## src/occupancy_frontier_detect_unit_macros.svh

```systemverilog
// Assertion macros used by the frontier detector RTL.
// Depends on nothing; included by the top level only.
`ifndef OCCUPANCY_FRONTIER_DETECT_UNIT_MACROS_SVH
`define OCCUPANCY_FRONTIER_DETECT_UNIT_MACROS_SVH

// Same-cycle implication, disabled while reset is asserted.
`define OFD_ASSERT_NOW(label, clk, rst_n, ante, cons, msg) \
    label: assert property (@(posedge clk) disable iff (!(rst_n)) (ante) |-> (cons)) \
        else $error(msg);

// Next-cycle implication, disabled while reset is asserted.
`define OFD_ASSERT_NEXT(label, clk, rst_n, ante, cons, msg) \
    label: assert property (@(posedge clk) disable iff (!(rst_n)) (ante) |=> (cons)) \
        else $error(msg);

`endif

```

## src/ofd_pkg.sv

```systemverilog
// Types, constants and the cell classifier of the frontier detector.
// Used by ofd_stencil and occupancy_frontier_detect_unit.
package ofd_pkg;

    // Field widths fixed by the interface.
    localparam int OCC_W   = 8;
    localparam int IDX_W   = 20;
    localparam int CNT_W   = 20;
    localparam int CFG_W   = 11;
    localparam int CFG_IDX_W = 1;

    // Smallest legal map dimension.
    localparam int MIN_SIZE = 3;

    // Saturation value of the frontier count.
    localparam logic [CNT_W-1:0] COUNT_MAX = '1;

    // Special occupancy values.
    localparam logic signed [OCC_W-1:0] OCC_UNKNOWN  = -8'sd1;
    localparam logic signed [OCC_W-1:0] OCC_OCCUPIED = 8'sd100;

    // Configuration register indexes.
    localparam logic [CFG_IDX_W-1:0] REG_MAP_WIDTH  = 1'b0;
    localparam logic [CFG_IDX_W-1:0] REG_MAP_HEIGHT = 1'b1;

    // Two-bit class kept in the line store.
    typedef enum logic [1:0] {
        CLS_KNOWN    = 2'd0,
        CLS_UNKNOWN  = 2'd1,
        CLS_OCCUPIED = 2'd2
    } t_cls;

    // Four-neighbour stencil around the cell under decision.
    typedef struct packed {
        t_cls centre;
        t_cls left;
        t_cls right;
        t_cls up;
        t_cls down;
    } t_stencil;

    // Reduce an occupancy value to its class; anything not special is known.
    function automatic t_cls classify(input logic signed [OCC_W-1:0] occ);
        t_cls cls;
        if (occ == OCC_UNKNOWN) begin
            cls = CLS_UNKNOWN;
        end else if (occ == OCC_OCCUPIED) begin
            cls = CLS_OCCUPIED;
        end else begin
            cls = CLS_KNOWN;
        end
        return cls;
    endfunction

endpackage

```

## src/ofd_stencil.sv

```systemverilog
// Frontier test on one four-neighbour stencil of cell classes.
// Depends on ofd_pkg for the class and stencil types.
module ofd_stencil
    import ofd_pkg::*;
(
    input  t_stencil i_stencil,
    output logic     o_frontier
);

    logic any_occupied;
    logic any_unknown;

    // Look at the four neighbours for obstacles and unexplored space.
    always_comb begin
        any_occupied = (i_stencil.left  == CLS_OCCUPIED) || (i_stencil.right == CLS_OCCUPIED) ||
                       (i_stencil.up    == CLS_OCCUPIED) || (i_stencil.down  == CLS_OCCUPIED);
        any_unknown  = (i_stencil.left  == CLS_UNKNOWN)  || (i_stencil.right == CLS_UNKNOWN)  ||
                       (i_stencil.up    == CLS_UNKNOWN)  || (i_stencil.down  == CLS_UNKNOWN);
    end

    // Any cell not unknown, next to unknown space and with no occupied neighbour, is a frontier.
    assign o_frontier = (i_stencil.centre != CLS_UNKNOWN) && !any_occupied && any_unknown;

endmodule

```

## config.mk

```make
export PLATFORM = sky130hd
export DESIGN_NAME = ofd_stencil
export DESIGN_NICKNAME = d
export VERILOG_FILES = /design/src/occupancy_frontier_detect_unit_macros.svh /design/src/ofd_pkg.sv /design/src/ofd_stencil.sv
export SDC_FILE = /design/constraint.sdc
export NUM_CORES = 1
export LEC_CHECK = 0
export BUFFER_PORTS_ARGS = -buffer_cell sky130_fd_sc_hd__buf_2
export CELL_PAD_IN_SITES_DETAIL_PLACEMENT = 1
export CELL_PAD_IN_SITES_GLOBAL_PLACEMENT = 1
export CORE_AREA = 2 2 39 41
export DETAILED_ROUTE_END_ITERATION = 10
export DIE_AREA = 0 0 41 43
export PLACE_DENSITY = 0.43
export SYNTH_ARGS = -nofsm -noshare
export SYNTH_HDL_FRONTEND = slang
export SYNTH_SLANG_ARGS = --single-unit
export TNS_END_PERCENT = 30
```

## constraint.sdc

```tcl
create_clock -name vclk -period 0.8
set_input_delay 0.08 -clock vclk [all_inputs]
set_output_delay 0.08 -clock vclk [all_outputs]
set_load 0.005 [all_outputs]
```

== Word-level counts from Yosys, hierarchy flattened ==
Index checks and enable logic that the tools add are counted.
W data, S select, Z words.
Operators by class
  $add $sub $neg: 0
  multipliers: 0
  divide/modulo/power cells: 0
  $lt $le $gt $ge: 0
  equality and inequality tests: 9
  shift-type cells: 0
  mux-type cells: 0
  bitwise gates (word level): 0
  reduce and logical (&&, ||, !) cells: 9
Operator list (number)
  $eq A2 B1 Y1 const B: 4
  $eq A2 B2 Y1 const B: 4
  $logic_or A1 B1 Y1: 6
  $logic_and A1 B1 Y1: 2
  $ne A2 B1 Y1 const B: 1
  $logic_not A1 Y1: 1
Word-level totals
  bits in registers: 0
  latch bits: 0
  bits in writable memories: 0
  ROM bits: 0
  input port bits: 10
  logic and storage cells: 18
  memories: 0

== Logic depth before layout (Yosys ltp) ==
  depth after elaboration: 7
  gate-level depth with buffers: 3
  mapped depth without buffers: 3

== Worst setup path after synthesis ==
No wires, ideal clock.
  kind: in2out
  start point: input port i_stencil[0] (netlist name)
  end point: output port o_frontier
  arrival time: 0.604 ns
  setup slack: 0.116 ns
  cell stages on the path: 3
  path buffers: 0
  path through: nor2b_1 > o41ai_2 > a21oi_1
On the way
  word-level cells in the longest chain between the ends: 5
RTL lines
  start: declaration: line ofd_stencil.sv:6  | input t_stencil i_stencil,
  $eq A2 B2 Y1: line ofd_stencil.sv:16  | (i_stencil.up == CLS_OCCUPIED) || (i_stencil.down == CLS_OCCUPIED);
  $logic_or A1 B1 Y1: line ofd_stencil.sv:16
  $logic_not A1 Y1: line ofd_stencil.sv:22  | assign o_frontier = (i_stencil.centre != CLS_UNKNOWN) && !any_occupied && any_unknown;
  $logic_and A1 B1 Y1: line ofd_stencil.sv:22
  $logic_and A1 B1 Y1 (*): line ofd_stencil.sv:22
  end: declaration: line ofd_stencil.sv:7  | output logic o_frontier
Mark *: on every way between the ends. The rest lies on a longest branch, timed or not.

== Worst setup path in the final report ==
Same ends and word-level chain as after synthesis.

==> impl_metrics.py <==
metrics = {
    "status": {
        "status": "finished with violations",
        "violations": "setup timing",
    },
    "floorplanning": {
        "num_rows": 14,
        "start_util": 0.0597,
        "io_pins": 11,
        "die_h_um": 43,
        "fp.dieW_um": 41,
        "core_mm2": 0.00138,
        "dieArea_mm2": 0.00176,
    },
    "job": {
        "maxCapViolCount": 0,
    },
    "grt": {
        "grt_usage": 0.0360,
        "grt_pass1_vias": 117,
        "grt_pass1_wl_um": 469,
        "grt_max_degree": 3,
        "antenna_found_initial": 0,
        "grt_overflow": 0,
    },
    "placement": {
        "gp_congestion": 0.555,
        "dpl.hpwl_um": 293,
        "pre_cts_ws_ps": -150,
        "numPortBuffers": 11,
    },
    "power_and_ir_drop": {
        "peakVddDrop_uv": 82.3,
        "total_power_mw": 0.0739,
        "power.density_mw_per_mm2": 413,
        "total_leakage_power_nw": 0.0891,
    },
    "sta": {
        "finalCritPeriodShare": 1.13,
        "relSlewSlack": 0.843,
        "fin_ws_ps": -107,
        "hold_viol": 0,
        "rsz0062_at_grt": "true",
        "setup_violations": 1,
        "drv_slew": 0,
        "layout_min_cycle_time_ps": 907,
        "worst_slew_pin_slew_ps": 233,
        "fmax_mhz": 1100,
    },
    "critical_path": {
        "critPathSlowestCell": "o41ai_2",
        "arrival_ps": 830,
        "worst_setup_path_start_kind": "input pin",
        "path_class": "in2out",
        "cp_slowest_stage_delay_ps": 300,
        "cp.required_ps": 720,
        "cp-end-kind": "primary output",
        "cp_max_fo": 2,
        "crit_chain": "buf_6, nor2b_4, o41ai_2, a21oi_1, buf_2",
    },
    "yosys": {
        "mappedNetlistArea_um2": 82.6,
        "synthTopCellsByArea": "nand2b_1 (30%), nor2b_1 (23%), o41ai_2 (20%)",
        "avgSynthCellArea_um2": 6.88,
        "synth_top_family_by_area": "simple AND/OR/NAND/NOR gates",
        "synthDominantCellAreaShare": 0.303,
        "synth_compound_gate_area_share": 0.348,
        "syn_nets": 22,
        "yosys.area.top_type": "nand2b_1",
        "syn_inst": 12,
        "yosysWarnings": 0,
        "synth_fa_ha_area_frac": 0,
        "ys_seq_area_frac": 0,
        "synth_simple_gate_area_share": 0.606,
        "yosys.area_share.xor_xnor": 0,
        "muxShareOfSynthArea": 0,
        "ys_types": 7,
    },
    "min_path": {
        "hold_class": "in2out",
    },
    "detailed_routing": {
        "final_antenna_net_count": 0,
        "dr.pass1.iters": 2,
        "drt_iter0_drc": 4,
        "wire_per_inst_um": 8.41,
        "route.detailed.drc": 0,
        "drt-total-wl_um": 328,
        "num_vias": 131,
        "routed_via_density": 3.36,
    },
    "final_layout": {
        "regArea_um2": 0,
        "num-nets-final": 35,
        "final.fill_count": 164,
        "fin_util": 0.129,
        "seq_cells": 0,
        "clock_buffers": 0,
        "syn2layout_area_growth_pct": 117,
        "drive_above_1_share": 0.609,
        "multi_input_area_um2": 93.8,
        "diodes": 0,
    },
    "clock_network": {
        "cts_setup_buffers": 0,
    },
}
## what timing repair did
action / 4_1_cts / 5_1_grt
cloned: 0 / 0
setup endpoints to repair: 1 / 1
hold buffers: 0 / 0
pin swaps: 2 / 2
resized for setup: 3 / 2
## critical path: cells and delay by family
family,cells,cell delay (ps)
compound gates,2,400
buf+inv,2,230
simple gates,1,120
## metrics by stage
| stage | hold slack (ps) | cell area [um^2] | setup TNS, ps | instances |
|---|---|---|---|---|
| 2_1_floorplan | 272 | 82.6 | 0 | 12 |
| 3_3_place_gp | 493 | 158 | -155 | 39 |
| 3_5_place_dp | 484 | 158 | -150 | 39 |
| 4_1_cts | 490 | 171 | -139 | 39 |
| 5_1_grt | 520 | 179 | -197 | 39 |
| 6_report | 479 | 179 | -107 | 39 |
## path summary, 6_finish.rpt
path	start	end	slack [ps]	cells past startpoint
worst max-delay path	i_stencil[0]	o_frontier	-110	5
worst min-delay path	i_stencil[5]	o_frontier	480	5
## layout by cell type (no fill, tap or decap)
| cell type | count |
|---|---|
| buf_2 | 10 |
| nand2b_1 | 4 |
| nor2b_4 | 2 |
| nor2b_1 | 1 |
| inv_1 | 1 |
| o41ai_2 | 1 |
| o31ai_1 | 1 |
| nand4_1 | 1 |
| a21oi_1 | 1 |
| buf_6 | 1 |
## report_power, final
group          total [mW]  leakage (nW)  switching (mW)  internal, mW
Sequential              0             0               0             0
Combinational      0.0739        0.0891          0.0289        0.0450
Clock                   0             0               0             0
## layer usage
layer  GRT usage  vias to the layer above  wire length, um
met4           0                        0                0
met1      0.0411                       55              139
met2      0.0688                       11              155
met5           0                        -                0
li1            -                       65                -
met3     0.00524                        0               33
## logic make-up after synthesis
family | after synthesis
AND/OR/NAND/NOR | 8
AO/OA/AOI/OAI | 3
buffers and inverters | 1
## synthesized netlist by cell type
cell type	instances
inv_1	1
nand4_1	1
a21oi_1	1
nand2b_1	4
o41ai_2	1
o31ai_1	1
nor2b_1	3
## cell type report
| class | instances | share of cell area |
|---|---|---|
| inverter | 1 | 0.0210 |
| multi-input combinational | 11 | 0.524 |
| tap | 16 | 0.112 |
| timing repair buffer | 11 | 0.343 |
(Power assumes the default switching activity.)
